[src/rtl/dpfr_pkg.sv]
// shared types and constants of the dual protocol frame receiver
package dpfr_pkg;

  localparam int TEXT_CAPACITY = 64;
  localparam int TEXT_DEPTH    = TEXT_CAPACITY - 1;
  localparam int POS_W         = $clog2(TEXT_CAPACITY);
  localparam int PAIR_LENGTH   = 2;
  localparam int TICK_W        = 16;

  localparam int QUEUE_DEPTH   = 4;
  localparam int QPTR_W        = $clog2(QUEUE_DEPTH);
  localparam int QCNT_W        = $clog2(QUEUE_DEPTH + 1);

  localparam logic [7:0]        BIN_HEADER    = 8'hFF;
  localparam logic [7:0]        BIN_FOOTER    = 8'hFE;
  localparam logic [7:0]        TXT_HEADER    = 8'h40;
  localparam logic [7:0]        TXT_CR        = 8'h0D;
  localparam logic [7:0]        TXT_LF        = 8'h0A;
  localparam logic [TICK_W-1:0] TIMEOUT_RESET = TICK_W'(100);

  localparam logic CMD_BYTE = 1'b0;
  localparam logic CMD_TICK = 1'b1;

  localparam logic KIND_PAIR = 1'b0;
  localparam logic KIND_TEXT = 1'b1;

  typedef enum logic [1:0] {
    OP_WRITE = 2'd0,
    OP_PAIR  = 2'd1,
    OP_DRAIN = 2'd2
  } op_t;

  typedef struct packed {
    op_t              op;
    logic [7:0]       a;
    logic [7:0]       b;
    logic [POS_W-1:0] pos;
  } q_entry_t;

  typedef struct packed {
    logic     push;
    q_entry_t entry;
  } q_push_t;

  typedef struct packed {
    logic     head_valid;
    q_entry_t head;
    logic     full;
  } q_status_t;

endpackage

[src/rtl/dpfr_front.sv]
// front end: frame parser, tick timeout and timeout register
module dpfr_front import dpfr_pkg::*; (
  input  logic        clk,
  input  logic        rst,
  input  logic        cfg_write,
  input  logic [15:0] cfg_data,
  input  logic        accept,
  input  logic        cmd,
  input  logic [7:0]  rx_byte,
  output q_push_t     qp
);

  typedef enum logic [4:0] {
    F_IDLE     = 5'b00001,
    F_BIN_DATA = 5'b00010,
    F_BIN_FOOT = 5'b00100,
    F_TXT_DATA = 5'b01000,
    F_TXT_LF   = 5'b10000
  } front_state_t;

  front_state_t      state, state_next;
  logic [POS_W-1:0]  fill, fill_next;
  logic [TICK_W-1:0] elapsed, elapsed_next;
  logic [TICK_W-1:0] timeout_ticks;
  logic [7:0]        pair_a, pair_b;

  always_comb begin
    state_next   = state;
    fill_next    = fill;
    elapsed_next = elapsed;
    qp           = '0;
    qp.entry.op  = OP_WRITE;
    if (accept && cmd == CMD_TICK) begin
      if (elapsed != {TICK_W{1'b1}}) elapsed_next = elapsed + TICK_W'(1);
      if (state != F_IDLE && elapsed_next > timeout_ticks) state_next = F_IDLE;
    end else if (accept) begin
      elapsed_next = '0;
      case (state)
        F_BIN_DATA: begin
          fill_next = fill + POS_W'(1);
          if (fill_next >= POS_W'(PAIR_LENGTH)) state_next = F_BIN_FOOT;
        end
        F_BIN_FOOT: begin
          if (rx_byte == BIN_FOOTER) begin
            qp.push     = 1'b1;
            qp.entry.op = OP_PAIR;
            qp.entry.a  = pair_a;
            qp.entry.b  = pair_b;
          end
          state_next = F_IDLE;
        end
        F_TXT_DATA: begin
          if (rx_byte == TXT_CR) begin
            state_next = F_TXT_LF;
          end else if (fill < POS_W'(TEXT_DEPTH)) begin
            qp.push      = 1'b1;
            qp.entry.op  = OP_WRITE;
            qp.entry.a   = rx_byte;
            qp.entry.pos = fill;
            fill_next    = fill + POS_W'(1);
          end
        end
        F_TXT_LF: begin
          if (rx_byte == TXT_LF) begin
            qp.push      = 1'b1;
            qp.entry.op  = OP_DRAIN;
            qp.entry.pos = fill;
          end
          state_next = F_IDLE;
        end
        default: begin
          state_next = F_IDLE;
          if (rx_byte == BIN_HEADER) begin
            state_next = F_BIN_DATA;
            fill_next  = '0;
          end else if (rx_byte == TXT_HEADER) begin
            state_next = F_TXT_DATA;
            fill_next  = '0;
          end
        end
      endcase
    end
  end

  always_ff @(posedge clk) begin
    if (rst) begin
      state         <= F_IDLE;
      fill          <= '0;
      elapsed       <= '0;
      timeout_ticks <= TIMEOUT_RESET;
    end else begin
      state   <= state_next;
      fill    <= fill_next;
      elapsed <= elapsed_next;
      if (cfg_write) timeout_ticks <= cfg_data;
    end
  end

  // payload bytes of a binary frame
  always_ff @(posedge clk) begin
    if (accept && cmd == CMD_BYTE && state == F_BIN_DATA) begin
      if (fill == POS_W'(0)) pair_a <= rx_byte;
      else if (fill == POS_W'(1)) pair_b <= rx_byte;
    end
  end

endmodule

[src/rtl/dpfr_queue.sv]
// short job queue between parser and result sequencer
module dpfr_queue import dpfr_pkg::*; (
  input  logic      clk,
  input  logic      rst,
  input  q_push_t   qp,
  input  logic      pop,
  output q_status_t qs
);

  q_entry_t          slots [QUEUE_DEPTH];
  logic [QPTR_W-1:0] wr_ptr, rd_ptr;
  logic [QCNT_W-1:0] count;
  logic              do_push, do_pop;

  assign do_push = qp.push && !qs.full;
  assign do_pop  = pop && qs.head_valid;

  assign qs.head_valid = count != '0;
  assign qs.full       = count == QCNT_W'(QUEUE_DEPTH);
  assign qs.head       = slots[rd_ptr];

  always_ff @(posedge clk) begin
    if (rst) begin
      wr_ptr <= '0;
      rd_ptr <= '0;
      count  <= '0;
    end else begin
      if (do_push) wr_ptr <= wr_ptr + QPTR_W'(1);
      if (do_pop) rd_ptr <= rd_ptr + QPTR_W'(1);
      if (do_push && !do_pop) count <= count + QCNT_W'(1);
      else if (do_pop && !do_push) count <= count - QCNT_W'(1);
    end
  end

  always_ff @(posedge clk) begin
    if (do_push) slots[wr_ptr] <= qp.entry;
  end

endmodule

[src/rtl/dpfr_back.sv]
// back end: text store and result sequencer with output register
module dpfr_back import dpfr_pkg::*; (
  input  logic             clk,
  input  logic             rst,
  input  q_status_t        qs,
  output logic             pop,
  output logic             result_valid,
  input  logic             result_stall,
  output logic             frame_kind,
  output logic [7:0]       pair_first,
  output logic [7:0]       pair_second,
  output logic [7:0]       text_char,
  output logic [POS_W-1:0] text_position,
  output logic             last_of_run
);

  typedef enum logic [2:0] {
    B_IDLE = 3'b001,
    B_READ = 3'b010,
    B_EMIT = 3'b100
  } back_state_t;

  back_state_t      state;
  logic [7:0]       text_mem [TEXT_DEPTH];
  logic [7:0]       rdata;
  logic [POS_W-1:0] len, cnt;
  logic             out_free;
  logic             load_pair, load_char, load_nul, start_drain, mem_write;

  assign out_free = !result_valid || !result_stall;

  always_comb begin
    load_pair   = 1'b0;
    load_char   = 1'b0;
    load_nul    = 1'b0;
    start_drain = 1'b0;
    mem_write   = 1'b0;
    pop         = 1'b0;
    case (state)
      B_IDLE: begin
        if (qs.head_valid) begin
          case (qs.head.op)
            OP_WRITE: begin
              mem_write = 1'b1;
              pop       = 1'b1;
            end
            OP_PAIR: begin
              load_pair = out_free;
              pop       = out_free;
            end
            OP_DRAIN: begin
              start_drain = 1'b1;
              pop         = 1'b1;
            end
            default: pop = 1'b1;
          endcase
        end
      end
      B_READ: load_nul = (cnt == len) && out_free;
      B_EMIT: load_char = out_free;
      default: ;
    endcase
  end

  always_ff @(posedge clk) begin
    if (rst) begin
      state        <= B_IDLE;
      result_valid <= 1'b0;
    end else begin
      if (result_valid && !result_stall) result_valid <= 1'b0;
      if (load_pair || load_char || load_nul) result_valid <= 1'b1;
      case (state)
        B_IDLE:  if (start_drain) state <= B_READ;
        B_READ: begin
          if (cnt != len) state <= B_EMIT;
          else if (load_nul) state <= B_IDLE;
        end
        B_EMIT:  if (load_char) state <= B_READ;
        default: state <= B_IDLE;
      endcase
    end
  end

  // drain counters and text store
  always_ff @(posedge clk) begin
    if (start_drain) begin
      len <= qs.head.pos;
      cnt <= '0;
    end else if (load_char) begin
      cnt <= cnt + POS_W'(1);
    end
    if (mem_write) text_mem[qs.head.pos] <= qs.head.a;
    rdata <= text_mem[cnt];
  end

  // output register
  always_ff @(posedge clk) begin
    if (load_pair) begin
      frame_kind    <= KIND_PAIR;
      pair_first    <= qs.head.a;
      pair_second   <= qs.head.b;
      text_char     <= '0;
      text_position <= '0;
      last_of_run   <= 1'b1;
    end else if (load_char || load_nul) begin
      frame_kind    <= KIND_TEXT;
      pair_first    <= '0;
      pair_second   <= '0;
      text_char     <= load_char ? rdata : 8'h00;
      text_position <= cnt;
      last_of_run   <= load_nul;
    end
  end

endmodule

[src/rtl/dual_protocol_frame_receiver.sv]
// top level of the dual protocol frame receiver
//
//  channel   direction  handshake                  payload
//  item      in         item_valid / item_stall    cmd, rx_byte
//  result    out        result_valid / result_stall frame_kind, pair_first, pair_second,
//                                                   text_char, text_position, last_of_run
//  config    in         cfg_write                  cfg_data (timeout_ticks)
//
// the parser takes one beat per cycle while the job queue has room; each byte queues
// at most one job (store a character, send a pair, or drain the text store)
// a pair result passes the job queue and then the output register after its footer beat
// a text drain alternates a read and an emit state for each character (registered text
// store read), so a long frame backs up the queue and then stalls the item channel
// rst is synchronous and active high; it empties the queue and returns to idle
// the result register is refilled only when empty or being taken, so result_stall
// holds every result in place
module dual_protocol_frame_receiver import dpfr_pkg::*; (
  input  logic             clk,
  input  logic             rst,
  input  logic             cfg_write,
  input  logic [15:0]      cfg_data,
  input  logic             item_valid,
  output logic             item_stall,
  input  logic             cmd,
  input  logic [7:0]       rx_byte,
  output logic             result_valid,
  input  logic             result_stall,
  output logic             frame_kind,
  output logic [7:0]       pair_first,
  output logic [7:0]       pair_second,
  output logic [7:0]       text_char,
  output logic [POS_W-1:0] text_position,
  output logic             last_of_run
);

  q_push_t   qp;
  q_status_t qs;
  logic      pop;
  logic      accept;

  // stall on a full queue, ticks included, so no job is ever dropped
  assign item_stall = qs.full;
  assign accept     = item_valid && !item_stall;

  dpfr_front u_front (
    .clk       (clk),
    .rst       (rst),
    .cfg_write (cfg_write),
    .cfg_data  (cfg_data),
    .accept    (accept),
    .cmd       (cmd),
    .rx_byte   (rx_byte),
    .qp        (qp)
  );

  dpfr_queue u_queue (
    .clk (clk),
    .rst (rst),
    .qp  (qp),
    .pop (pop),
    .qs  (qs)
  );

  dpfr_back u_back (
    .clk           (clk),
    .rst           (rst),
    .qs            (qs),
    .pop           (pop),
    .result_valid  (result_valid),
    .result_stall  (result_stall),
    .frame_kind    (frame_kind),
    .pair_first    (pair_first),
    .pair_second   (pair_second),
    .text_char     (text_char),
    .text_position (text_position),
    .last_of_run   (last_of_run)
  );

endmodule

[config.mk]
export PLATFORM = sky130hd
export DESIGN_NAME = dual_protocol_frame_receiver
export DESIGN_NICKNAME = d
export VERILOG_FILES = /design/src/rtl/dpfr_pkg.sv /design/src/rtl/dpfr_front.sv /design/src/rtl/dpfr_queue.sv /design/src/rtl/dpfr_back.sv /design/src/rtl/dual_protocol_frame_receiver.sv
export SDC_FILE = /design/constraint.sdc
export NUM_CORES = 1
export LEC_CHECK = 0
export ABC_CLOCK_PERIOD_IN_PS = 3800
export BUFFER_PORTS_ARGS = -buffer_cell sky130_fd_sc_hd__buf_4
export CAP_MARGIN = 20
export CORE_MARGIN = 10
export CORE_UTILIZATION = 45
export DETAILED_ROUTE_END_ITERATION = 8
export GPL_TIMING_DRIVEN = 0
export SYNTH_ARGS = -nofsm -noshare
export SYNTH_HDL_FRONTEND = slang
export SYNTH_SLANG_ARGS = --single-unit
export TNS_END_PERCENT = 10
[constraint.sdc]
create_clock -name clk -period 3.8 [get_ports clk]
set_input_delay 0.76 -clock clk [delete_from_list [all_inputs] [get_ports clk]]
set_output_delay 0.76 -clock clk [all_outputs]
set_load 0.01 [all_outputs]
# [Yosys cells after proc, flatten, opt, wreduce, memory -nomap -nowiden]
# Memories as Yosys holds them, arrays and structs flattened. A register that Yosys moved wholly into a read port is not among the register bits.
# Index checks and enable logic that the tools add are counted.
# W data, S select, Z words.
[totals] reg_bits=114 output_inout_bits=34 mem_count=2 mem_bits_rw=600 input_bits=30 elab_cells=160
[mem_list] memory="u_back.text_mem" words=63 width=8 rd=1 rd_ports_with_merged_regs=1 write_ports=1 line="dpfr_back.sv:24" text="logic [7:0] text_mem [TEXT_DEPTH];"
[mem_list] memory="u_queue.slots" words=4 width=24 rd=1 rd_ports_with_merged_regs=1 write_ports=1 line="dpfr_queue.sv:10" text="q_entry_t slots [QUEUE_DEPTH];"
[op_classes] n_mux=63 eq_ne=28 n_lt_le_gt_ge=3 add_sub_neg=7 reduce_logical=34 bitwise_logic=4
[ops] cell="$mux W16" count=4
[ops] cell="$mux W25" count=2
[ops] cell="$mux W6" count=7
[ops] cell="$mux W8" count=5
[ops] cell="$mux W5" count=6
[ops] cell="$mux W11" count=2
[ops] cell="$mux W3" count=7
[ops] cell="$mux W1" count=20
[ops] cell="$mux W19" count=1
[ops] cell="$pmux W3 S3" count=2
[ops] cell="$pmux W6 S3" count=1
[ops] cell="$add A16 B1 Y16 const B" count=1
[ops] cell="$eq A8 B4 Y1 const B" count=2
[ops] cell="$eq A8 B8 Y1 const B" count=2
[ops] cell="$gt A16 B16 Y1" count=1
[ops] cell="$ne A16 B16 Y1 const B" count=1
[ops] cell="$pmux W8 S2" count=1
[ops] cell="$pmux W5 S3" count=1
[ops] cell="$add A6 B1 Y6 const B" count=2
[ops] cell="$pmux W6 S2" count=1
[ops] cell="$logic_and A1 B1 Y1" count=11
[ops] cell="$ne A3 B1 Y1 const B" count=3
[ops] cell="$eq A8 B7 Y1 const B" count=1
[ops] cell="$reduce_bool A2 Y1" count=4
[ops] cell="34 further kinds" count=51

# [Logic depth before layout (Yosys ltp)]
# Gate-level depths: netlist of the first run.
[logic_depth] ltp_word=11 depth_mapped=16 mapped_depth_nobuf=14

# [By module]
# A second synthesis of the first run with hierarchy kept.
[hier_totals] hier_cells=1741 hier_area_um2=29512.1
[modules_own_cells] mod="dpfr_back" instances=1 area_per_inst_um2=21862.2 seq_area_each_um2=16475.8 cells_per_inst=1150
[modules_own_cells] mod="dpfr_queue" instances=1 area_per_inst_um2=3978.8 seq_area_each_um2=3062.9 cells_per_inst=174
[modules_own_cells] mod="dpfr_front" instances=1 area_per_inst_um2=3657.3 seq_area_each_um2=1341.3 cells_per_inst=416
[modules_own_cells] mod="dual_protocol_frame_receiver" instances=1 area_per_inst_um2=13.8 seq_area_each_um2=0.0 cells_per_inst=1

# [Worst setup path after synthesis of the first run]
# OpenSTA, ideal clock, no wires.
[synth_timing] path_kind="flip-flop to flip-flop" start="reg u_front.elapsed[7]" end="reg u_front.state[0]" period_less_slack_ps=3238 path_buffers=3 t_required_ps=3676 slack_ps=562 setup_ps=124 t_arrival_ps=3114 stages_incl_launch_ff=17 path_cell_list="dfxtp_1 > clkbuf_1 > and4_1 > clkbuf_1 > and4_1 > nand3_2 > nand4_2 > nor2_1 > xor2_1 > ha_1 > a41o_1 > a21oi_1 > o221ai_1 > a211o_1 > and3_1 > clkbuf_1 > mux2i_1"
[synth_via] elab_chain_len=7 word_cells_on_any_way=8 classes_between="add/sub (1); order compare (1); eq/ne (2); mux (2); reduce/logical (2)"
[synth_rtl] item="from (decl)" line="dpfr_front.sv:23" text="logic [TICK_W-1:0] elapsed, elapsed_next;"
[synth_rtl] item="from (signal assigned)" line="dpfr_front.sv:94" text="elapsed <= elapsed_next;"
[synth_rtl] item="$add A16 B1 Y16 / $ne A16 B16 Y1 (equally long branches)" line="dpfr_front.sv:34" text="if (elapsed != {TICK_W{1'b1}}) elapsed_next = elapsed + TICK_W'(1);"
[synth_rtl] item="$mux W16 *" line="dpfr_front.sv:34"
[synth_rtl] item="$mux W16 *" line="dpfr_front.sv:33" text="if (accept && cmd == CMD_TICK) begin"
[synth_rtl] item="$gt A16 B16 Y1 *" line="dpfr_front.sv:35" text="if (state != F_IDLE && elapsed_next > timeout_ticks) state_next = F_IDLE;"
[synth_rtl] item="$logic_and A1 B1 Y1 *" line="dpfr_front.sv:35"
[synth_rtl] item="$ne A2 B2 Y1 (no source line) *"
[synth_rtl] item="$reduce_and A4 Y1 (no source line) *"
[synth_rtl] item="to (signal assigned)" line="dpfr_front.sv:92" text="state <= state_next;"
[synth_rtl] item="to (decl)" line="dpfr_front.sv:21" text="front_state_t state, state_next;"
# Every way passes the cells marked *; elsewhere a longest branch is shown, timed or not. The select of a mux whose other input is x is not followed.
# A chain may end at the register's enable or synchronous reset.

# [Worst setup path after layout of the first run]
[layout_timing] start="reg u_front.elapsed[8]" end="reg u_front.state[1]"
# Same word-level chain as after synthesis.

==> impl_metrics.env, run 1 <==
export IMPL_status="finished clean"
export IMPL_syn_area_per_cell_sq_um=18.0
export IMPL_whs_path_depth=3
export IMPL_critPathMaxStageDelay_ps=380
export IMPL_dieArea_sq_mm=0.0752
export IMPL_drc=0
export IMPL_fp_dieW_um=274
export IMPL_io_pins=64
export IMPL_grt_overflow=0
export IMPL_path_common_cell="and4_1"
export IMPL_nets=1818
export IMPL_routedWlPerCell_um=25.3
export IMPL_ys_types=67
export IMPL_finalHoldViolCount=0
export IMPL_slowest_stage="a211o_1"
export IMPL_syn_area_sq_mm=0.0291
export IMPL_tritoncts="built"
export IMPL_fin_skew_ps=25.6
export IMPL_clock_fmax_mhz=276
export IMPL_rr_worst_depth=15
export IMPL_num_rows=93
export IMPL_rr_startpoint="u_front.elapsed[8]"
export IMPL_slew_headroom_pct=27.7
export IMPL_finalWirelength_mm=67.6
export IMPL_ant_nets=0
export IMPL_pwr_density_cell_mw_per_mm2=574
export IMPL_ys_flop_type="edfxtp_1"
export IMPL_hold_slack_ps=376
export IMPL_grt_pass1_wl_mm=101
export IMPL_finalCritPeriodShare_pct=95.4
export IMPL_worstMarginPinSlew_ps=1080
export IMPL_grt_pass1_vias=15551
export IMPL_hold_class="primary input to flop"
export IMPL_maxCapViolCount=0
export IMPL_yosys_warnings=0
export IMPL_p_leak_nw=10.4
export IMPL_dp_hpwl_mm=46.1
export IMPL_clkSinkCount=724
export IMPL_postLayoutSetupSlackWorst_ps=176
export IMPL_dr_pass1_iters=5
export IMPL_setup_viol=0
export IMPL_start_kind="flop"
export IMPL_dpl_cell_count=2541
export IMPL_irDropWorstVdd_mv=0.353
export IMPL_coreArea_sq_mm=0.0642
export IMPL_viasPerCell=5.68
export IMPL_slew_violations=0
export IMPL_area_growth_pct=14.4
export IMPL_drive_gt1_share_pct=21.8
export IMPL_finalCriticalPeriod_ps=3620
export IMPL_grt_total_usage_pct=18.2
export IMPL_layout_commonest_cell="edfxtp_1"
export IMPL_cts_buffers=76
export IMPL_start_util_pct=45.3
export IMPL_min_from="cfg_data[5]"
export IMPL_diodes=0
export IMPL_utilization_pct=51.8
export IMPL_syn_nets=1670
export IMPL_clockBufferDepth=3
export IMPL_rsz0062_at_grt="yes"
export IMPL_synth_edff_count=638
export IMPL_grt_max_degree=49
export IMPL_die_h_um=274
export IMPL_final_cell_mix="edfxtp_1, mux4_2, nor2_1, dfxtp_1, clkbuf_16"
export IMPL_yosysTopAreaCell="edfxtp_1"
export IMPL_place_congestion=0.840
export IMPL_dpl_cell_area_sq_mm=0.0309
export IMPL_yosys_register_bits=724
export IMPL_cp_arrival_ps=4110
export IMPL_holdPathEnd="u_front.timeout_ticks[5]"
export IMPL_synthCells=1613
export IMPL_critPathKind="flop to flop"
export IMPL_ys_seq_area_share_pct=71.7
export IMPL_yosysTopAreaCellShare_pct=65.8
export IMPL_root_buffer="clkbuf_16"
export IMPL_clkLatencyLatePin_ps=630
export IMPL_path_max_fanout=9
export IMPL_cts_setup_buffers=0
export IMPL_endpoint_kind="flop"
export IMPL_crit_chain="buf_2 -> and4_1 -> and4_1 -> nand3_4 -> nand4_2 -> nor2_1 -> xor2_1 -> ha_1 -> a41o_1 -> a21oi_1 -> o221ai_1 -> a211o_1 -> and3_1 -> clkbuf_1 -> mux2i_1"
export IMPL_finalNonFillerCells=2674
export IMPL_vias=15193
export IMPL_place_ws_ps=-105
export IMPL_r2r_slack_ps=180
export IMPL_clk_pin_slew_ps=60
export IMPL_reg2reg_to="u_front.state[1]"
export IMPL_synthTopCellsByArea="edfxtp_1, mux4_2, dfxtp_1, nor2_1, mux2i_1"
export IMPL_required_ps=4290
export IMPL_antenna_found_initial=0
export IMPL_final_area_sq_mm=0.0333
export IMPL_htreeDepth=3
export IMPL_io_buffers=61
export IMPL_async_flop_share_pct=0
export IMPL_drt_iter0_drc=1356
-- layer usage --
layer  share of wire, %  vias to the layer above  GRT usage (%)
met3                6.3                      114           4.16
met1                 43                     7905           24.2
li1                   -                     6729              -
met5                  0                        -              0
met2                 48                      445           29.4
met4                2.7                        0           5.48
-- critical path, delay by kind of cell (launching register included) --
kind / cells / cell delay, ps
flip-flops: 1 / 300
AO/OA/AOI/OAI: 4 / 920
adder cells (fa/ha/maj): 1 / 320
multiplexers: 1 / 140
AND/OR/NAND/NOR: 6 / 1250
buffers and inverters: 2 / 320
XOR/XNOR: 1 / 240
-- area by class of cell --
type                       count  area, sq um
sequential                   724        20900
inverter                      30          113
timing repair buffer          73          716
fill                        5229        30900
clock buffer                 100         2080
multi-input combinational    774         7760
tap                          855         1070
buffer                        82          360
clock inverter                36          305
-- worst max-delay path by stage --
stage	startpoint	end	slack [ps]	cells past startpoint
3_5_place_dp	u_front.elapsed[7]	u_front.state[1]	-110	16
2_1_floorplan	u_front.elapsed[7]	u_front.state[0]	560	16
4_1_cts	u_front.elapsed[7]	u_front.state[1]	60	15
3_3_place_gp	item_valid	u_queue.slots[1][9]	-140	6
6_report	u_front.elapsed[8]	u_front.state[1]	180	15
5_1_grt	u_front.elapsed[2]	u_front.state[0]	-100	12
-- registers in the layout, summed over array words and instances (netlist names), 3 cells and up, named ones only --
register and cells:
u_back.rdata 8, u_back.state 3, u_back.text_char 8, u_back.pair_second 8, u_front.timeout_ticks 16, u_queue.count 3, u_front.state 5, u_front.fill 6
u_back.cnt 6, u_back.len 6, u_front.elapsed 16, u_back.pair_first 8, u_back.text_mem 504, u_front.pair_a 8, u_queue.slots 96, u_front.pair_b 8
u_back.text_position 6
-- per-stage QoR --
step,power (mW),setup TNS [ps]
after floorplan,11.0,0
after CTS,19.3,0
final,19.1,0
after global placement,11.9,-13170
after detailed placement,12.2,-358
after global routing,19.7,-306
-- timing repair --
item,4_1_cts,5_1_grt
endpoints found under the hold margin,0,0
resized for setup,1,2
hold buffers,0,0
endpoints found under the setup margin,3,14
pin swaps,0,0
-- where the power goes --
group	switching, mW	internal (mW)	total, mW
registers	0.0812	9.48	9.56
logic	1.77	0.642	2.41
clock network	2.99	4.14	7.13
total	4.84	14.3	19.1
-- cell families (layout without fill, tap and decap cells) --
family	after synthesis	in the layout	synth area share, %
flops	724	724	71.7
simple gates	363	363	6.39
mux	218	218	15.0
compound gates	134	134	3.06
buf+inv	115	321	1.66
xor+xnor	32	32	0.963
fa+ha+maj	27	27	1.19
-- cells in the mapped netlist, drive strengths merged (5+ instances only) --
| cell | number |
|---|---|
| nor3 | 13 |
| edfxtp | 638 |
| nand4 | 14 |
| nor2b | 19 |
| a21oi | 37 |
| nor4 | 7 |
| nand3 | 24 |
| nor3b | 5 |
| nand2 | 49 |
| and2 | 40 |
| dfxtp | 86 |
| a22o | 8 |
| inv | 30 |
| or4 | 8 |
| mux2i | 41 |
| clkbuf | 55 |
| nand2b | 10 |
| o211ai | 6 |
| and3 | 6 |
| a211oi | 14 |
| nand3b | 5 |
| mux4 | 174 |
| o21ai | 24 |
| or3 | 11 |
| ha | 26 |
| buf | 30 |
| a22oi | 10 |
| xnor2 | 17 |
| nor2 | 142 |
| a31oi | 8 |
| xor2 | 15 |
No activity file was read; power rests on OpenSTA's default activity.
==> run 2, diff against run 1 <==
--- a/config.mk
+++ b/config.mk
@@ -12,6 +12,7 @@
 export CORE_UTILIZATION = 45
 export DETAILED_ROUTE_END_ITERATION = 8
 export GPL_TIMING_DRIVEN = 0
+export MAX_ROUTING_LAYER = met4
 export SYNTH_ARGS = -nofsm -noshare
 export SYNTH_HDL_FRONTEND = slang
 export SYNTH_SLANG_ARGS = --single-unit
==> run 2 against run 1 <==
Compared with the run above: non-clock buffer count unchanged; worst setup slack improved by 14 ps; sequential share of layout area unchanged; first-iteration DRC count grew 8.5%; critical path depth stayed put; worst hold slack improved by 1.4 ps; total power barely moved; critical path type unchanged.
==> impl_metrics.env, run 2 (synthesis results as in run 1) <==
export IMPL_rsz0062_at_grt="yes"
export IMPL_dr_pass1_iters=5
export IMPL_maxCapViolCount=0
export IMPL_setup_viol=0
export IMPL_drive_gt1_share_pct=21.8
export IMPL_finalCritPeriodShare_pct=95.0
export IMPL_clkLatencyLatePin_ps=630
export IMPL_cp_arrival_ps=4100
export IMPL_grt_max_degree=49
export IMPL_critPathMaxStageDelay_ps=380
export IMPL_drc=0
export IMPL_vias=15185
export IMPL_reg_top3="u_back.text_mem: 504 flops, u_queue.slots: 96 flops"
export IMPL_place_congestion=0.853
export IMPL_clockBufferDepth=3
export IMPL_io_buffers=61
export IMPL_slew_headroom_pct=24.4
export IMPL_regMostFlops="u_back.text_mem"
export IMPL_drt_iter0_drc=1471
export IMPL_coreArea_sq_mm=0.0642
export IMPL_area_growth_pct=14.4
export IMPL_grt_pass1_wl_mm=101
export IMPL_grt_total_usage_pct=18.7
export IMPL_die_h_um=274
export IMPL_finalHoldViolCount=0
export IMPL_dp_hpwl_mm=46.1
export IMPL_start_util_pct=45.3
export IMPL_final_setup_tns_ps=0
export IMPL_irDropWorstVdd_mv=0.355
export IMPL_ctsHoldBuffers=0
export IMPL_status="finished clean"
export IMPL_root_buffer="clkbuf_16"
export IMPL_num_rows=93
export IMPL_pwr_density_cell_mw_per_mm2=574
export IMPL_dieArea_sq_mm=0.0752
export IMPL_crit_chain="buf_2 -> and4_1 -> and4_1 -> nand3_4 -> nand4_2 -> nor2_1 -> xor2_1 -> ha_1 -> a41o_1 -> a21oi_1 -> o221ai_1 -> a211o_1 -> and3_1 -> clkbuf_1 -> mux2i_1"
export IMPL_diodes=0
export IMPL_fp_dieW_um=274
export IMPL_antenna_found_initial=0
export IMPL_htreeDepth=3
export IMPL_start_kind="flop"
export IMPL_endpoint_kind="flop"
export IMPL_clock_fmax_mhz=277
export IMPL_ant_nets=0
export IMPL_viasPerCell=5.68
export IMPL_fillers=5229
export IMPL_grt_overflow=0
export IMPL_nets=1818
export IMPL_cts_buffers=76
export IMPL_slowest_stage="a211o_1"
export IMPL_fin_skew_ps=26.6
export IMPL_finalCriticalPeriod_ps=3610
export IMPL_path_common_cell="and4_1"
export IMPL_slew_violations=0
export IMPL_hold_class="primary input to flop"
export IMPL_io_pins=64
export IMPL_clkSinkCount=724
export IMPL_tritoncts="built"
export IMPL_grt_pass1_vias=15528
export IMPL_required_ps=4290
export IMPL_path_max_fanout=9
export IMPL_clk_pin_slew_ps=60
export IMPL_routedWlPerCell_um=25.3
export IMPL_p_leak_nw=10.4
export IMPL_critPathKind="flop to flop"
export IMPL_final_cell_mix="edfxtp_1, mux4_2, nor2_1, dfxtp_1, clkbuf_16"
export IMPL_layout_commonest_cell="edfxtp_1"
export IMPL_finalWirelength_mm=67.5
export IMPL_finalPower_mw=19.1
export IMPL_largest_reg_flops=504
export IMPL_worstMarginPinSlew_ps=1130
## run 2: cell counts in the layout (fill, tap and decap cells not counted)
No cell type changed its count.
## run 2: final timing paths
path                            from                        to  slack (ps)  depth (start not counted)
hold reg to reg      u_back.rdata[4]       u_back.text_char[4]         450                          1
hold / removal           cfg_data[5]  u_front.timeout_ticks[5]         380                          3
setup reg to reg  u_front.elapsed[8]          u_front.state[1]         190                         15
setup / recovery  u_front.elapsed[8]          u_front.state[1]         190                         15
## run 2: worst max-delay path, delay by kind of cell (launching register included)
family	cells	cell delay, ps
xor gates and xnor gates	1	230
DFF	1	300
muxes	1	140
AOI/OAI and AO/OA	4	920
adders and majority gates	1	320
and+or+nand+nor	6	1250
buffers and inverters	2	320
## run 2: repair_timing
action                     4_1_cts  5_1_grt
setup buffers                    0        0
resized for setup                1        2
setup endpoints to repair        3        8
## run 2: final cells by class
class / count / area, sq um / share of cell area, %
buffer: 82 / 360 / 1.08
clock buffer: 100 / 2080 / 6.26
clock inverter: 36 / 305 / 0.917
inverter: 30 / 113 / 0.338
multi-input combinational: 774 / 7760 / 23.3
sequential: 724 / 20900 / 62.7
tap: 855 / 1070 / 3.21
timing repair buffer: 73 / 716 / 2.15
## run 2: where the power goes
| part | internal, mW | switching, mW | total [mW] | leakage [nW] |
|---|---|---|---|---|
| registers | 9.48 | 0.0819 | 9.56 | 6.32 |
| logic | 0.642 | 1.76 | 2.41 | 2.94 |
| clock network | 4.14 | 3.01 | 7.15 | 1.17 |
## run 2: metal layers
metal | vias to the layer above | GRT usage [%] | share of wire, %
met5 | - | - | 0
met4 | 0 | 5.49 | 2.7
met3 | 123 | 4.02 | 6.8
met2 | 471 | 29.4 | 48
met1 | 7865 | 24.5 | 42
li1 | 6726 | - | -
## run 2: stage by stage
stage          cells  setup slack, ps  util [%]  hold WS, ps  cell area (sq um)
2_1_floorplan   1613              562         -          420              29100
3_3_place_gp    2529             -142      47.7          429              30600
3_5_place_dp    2541             -105      48.1          433              30900
4_1_cts         2675             64.7      51.8          350              33300
5_1_grt         2674            -99.7      51.8          366              33300
6_report        2674              190      51.8          377              33300
==> run 3, diff against run 2 <==
--- a/config.mk
+++ b/config.mk
@@ -15,5 +15,6 @@
 export MAX_ROUTING_LAYER = met4
 export SYNTH_ARGS = -nofsm -noshare
 export SYNTH_HDL_FRONTEND = slang
+export SYNTH_HIERARCHICAL = 1
 export SYNTH_SLANG_ARGS = --single-unit
 export TNS_END_PERCENT = 10
==> run 3 against run 2 <==
Compared with the run above: the flow now finishes with violations (setup timing); clock power fell by 2.9%; synthesized cell count is 7.9% higher; worst setup slack got worse by 310 ps; cell area grew 1.6%; first-iteration DRC count up 3.7%; critical endpoint is now u_back/text_mem[2][3]; count of clock-buffer cells in the layout rose by 2; total power is 18% lower; register-to-register slack lost 310 ps; area after synthesis up 1.4%; cell count rose by 5.0%; routed wire length grew 5.4%.
==> impl_metrics.env, run 3 <==
export IMPL_dieArea_sq_mm=0.0762
export IMPL_finalCriticalPeriod_ps=3920
export IMPL_cts_buffers=75
export IMPL_fillers=5344
export IMPL_synthTopCellsByArea="edfxtp_1, mux4_2, dfxtp_1, mux2i_1, nor2_1"
export IMPL_finalWirelength_mm=71.2
export IMPL_reg_top3="u_back/text_mem: 504 flops, u_queue/slots: 96 flops"
export IMPL_postLayoutSetupSlackWorst_ps=-116
export IMPL_async_flop_share_pct=0
export IMPL_failed_checks="setup timing"
export IMPL_p_comb_share_pct=0.9
export IMPL_yosys_register_bits=724
export IMPL_root_buffer="clkbuf_16"
export IMPL_dp_hpwl_mm=48.4
export IMPL_multiInputGateArea_sq_mm=0.00812
export IMPL_utilization_pct=52.3
export IMPL_start_util_pct=45.6
export IMPL_grt_overflow=0
export IMPL_syn_area_per_cell_sq_um=17.0
export IMPL_synth_xor_area_share_pct=0.890
export IMPL_endpoint_kind="flop"
export IMPL_synthCells=1741
export IMPL_tritoncts="built"
export IMPL_yosys_area_share_simple_pct=6.62
export IMPL_final_setup_tns_ps=-9480
export IMPL_synth_top_family_by_area="multiplexers"
export IMPL_clk_pin_slew_ps=60
export IMPL_io_buffers=62
export IMPL_p_leak_nw=9.98
export IMPL_final_area_sq_mm=0.0338
export IMPL_regMostFlops="u_back/text_mem"
export IMPL_clockPowerShare_pct=44.4
export IMPL_num_rows=93
export IMPL_area_growth_pct=14.6
export IMPL_final_cell_mix="edfxtp_1, mux4_2, mux2i_1, nor2_1, dfxtp_1"
export IMPL_yosysTopAreaCell="edfxtp_1"
export IMPL_layout_commonest_cell="edfxtp_1"
export IMPL_slew_violations=0
export IMPL_clock_fmax_mhz=255
export IMPL_synth_area_mux_share_pct=13.2
export IMPL_pwr_density_cell_mw_per_mm2=462
export IMPL_hold_slack_ps=374
export IMPL_finalCritPeriodShare_pct=103
export IMPL_clockBufferDepth=3
export IMPL_ys_types=84
export IMPL_nets=1951
export IMPL_die_h_um=276
export IMPL_required_ps=4030
export IMPL_setup_viol=138
export IMPL_viasPerCell=5.79
export IMPL_ys_seq_area_share_pct=70.8
export IMPL_hold_class="primary input to flop"
export IMPL_pwr_share_seq_pct=54.7
export IMPL_status="finished with violations"
export IMPL_yosys_warnings=6
export IMPL_synth_common_cells="edfxtp_1, nor2_1, mux4_2"
export IMPL_antenna_found_initial=1
export IMPL_finalHoldViolCount=0
export IMPL_drc=0
export IMPL_critPathKind="flop to flop"
export IMPL_rsz0062_at_grt="yes"
export IMPL_min_from="rx_byte[4]"
export IMPL_place_congestion=0.908
export IMPL_fp_dieW_um=276
export IMPL_yosysTopAreaCellShare_pct=64.9
export IMPL_power_switching_mw=3.01
export IMPL_grt_pass1_vias=16214
export IMPL_ys_flop_type="edfxtp_1"
export IMPL_drt_iter0_drc=1526
export IMPL_io_pins=64
export IMPL_grt_max_degree=65
export IMPL_start_kind="flop"
export IMPL_path_max_fanout=10
export IMPL_routedWlPerCell_um=25.3
export IMPL_seq_area_sq_mm=0.0209
export IMPL_largest_reg_flops=504
export IMPL_vias=16267
export IMPL_synth_compound_area_share_pct=4.99
export IMPL_syn_nets=1798
export IMPL_grt_pass1_wl_mm=105
export IMPL_fin_skew_ps=24.9
export IMPL_syn_area_sq_mm=0.0295
export IMPL_grt_total_usage_pct=18.8
export IMPL_synth_edff_count=638
export IMPL_maxCapViolCount=0
export IMPL_worstMarginPinSlew_ps=921
export IMPL_htreeDepth=3
export IMPL_dpl_cell_area_sq_mm=0.0312
export IMPL_cp_arrival_ps=4150
export IMPL_slew_headroom_pct=38.3
export IMPL_p_int_mw=12.6
export IMPL_synthAdderAreaFrac_pct=1.17
export IMPL_irDropWorstVdd_mv=0.355
export IMPL_coreArea_sq_mm=0.0647
export IMPL_synth_most_common_cell="edfxtp_1"
export IMPL_dr_pass1_iters=5
export IMPL_clkSinkCount=724
export IMPL_switching_share_pct=19.3
export IMPL_ant_nets=0
export IMPL_clkLatencyLatePin_ps=610
export IMPL_ctsHoldBuffers=0
export IMPL_drive_gt1_share_pct=23.0
run 3: cell count changes after synthesis, sizes merged, moves of 17 or more:
cell	previous run	this run
o21ai	24	41
mux4	174	113
mux2i	41	97
a32o	1	19
buf	30	52
mux2	3	30
run 3: final timing paths:
check	to	slack [ps]	cells after the start
worst max register to register	u_back/text_mem[2][3]	-120	6
worst min-delay path	u_front/pair_b[4]	370	1
worst max-delay path	u_back/text_mem[2][3]	-120	6
worst min register to register	u_back/text_char[2]	440	1
run 3: final cells by class:
type                    instances  share of cell area, %
diodes                          1                0.00740
plain buffers                  92                   1.69
clock buffers                 102                   6.22
clock inverters                34                  0.644
inverters                      36                  0.400
multi-input cells             889                   24.0
flip-flops and latches        724                   61.7
well taps                     855                   3.16
repair buffers                 76                   2.13
run 3: cell families (layout without fill, tap and decap cells):
family	after synthesis	in the layout
buffers and inverters	128	340
multiplexers	240	240
other	0	1
XOR/XNOR	30	30
AND/OR/NAND/NOR	383	383
flip-flops	724	724
adder cells (fa/ha/maj)	27	27
AO/OA/AOI/OAI	209	209
run 3: repair_timing:
action | CTS | global route
endpoints found under the setup margin | 315 | 510
resized for setup | 30 | 31
setup buffers | 0 | 0
endpoints found under the hold margin | 0 | 0
pin swaps | 0 | 2
run 3: metal layers:
layer  GRT usage [%]  vias to the layer above  share of wire, %
met4            5.37                        0               2.4
met3            3.28                      113               5.8
met1            24.2                     8412                42
li1                -                     7215                 -
met2            30.2                      527                50
met5               -                        -                 0
run 3: power by group through the flow:
stage,Clock [mW],Sequential (mW),Combinational (mW)
CTS,7.10,8.54,0.136
global route,7.41,8.54,0.148
finish,6.94,8.54,0.135
global placement,0,8.71,0.130
detailed placement,0,8.71,0.134
floorplan,0,8.71,0.0760
run 3: stage by stage:
step	instances	setup slack, ps	total power [mW]
final	2809	-116	15.6
after global routing	2809	-295	16.1
after CTS	2805	-283	15.8
after detailed placement	2669	-325	8.85
after global placement	2658	-287	8.84
after floorplan	1741	392	8.79
run 3: critical path, stage by stage (launching register included):
cell      delay, ps
dfxtp_1         310
clkbuf_1        270
buf_2           340
mux4_2          430
nor4_1          630
nand2_1         690
nor2_1          860
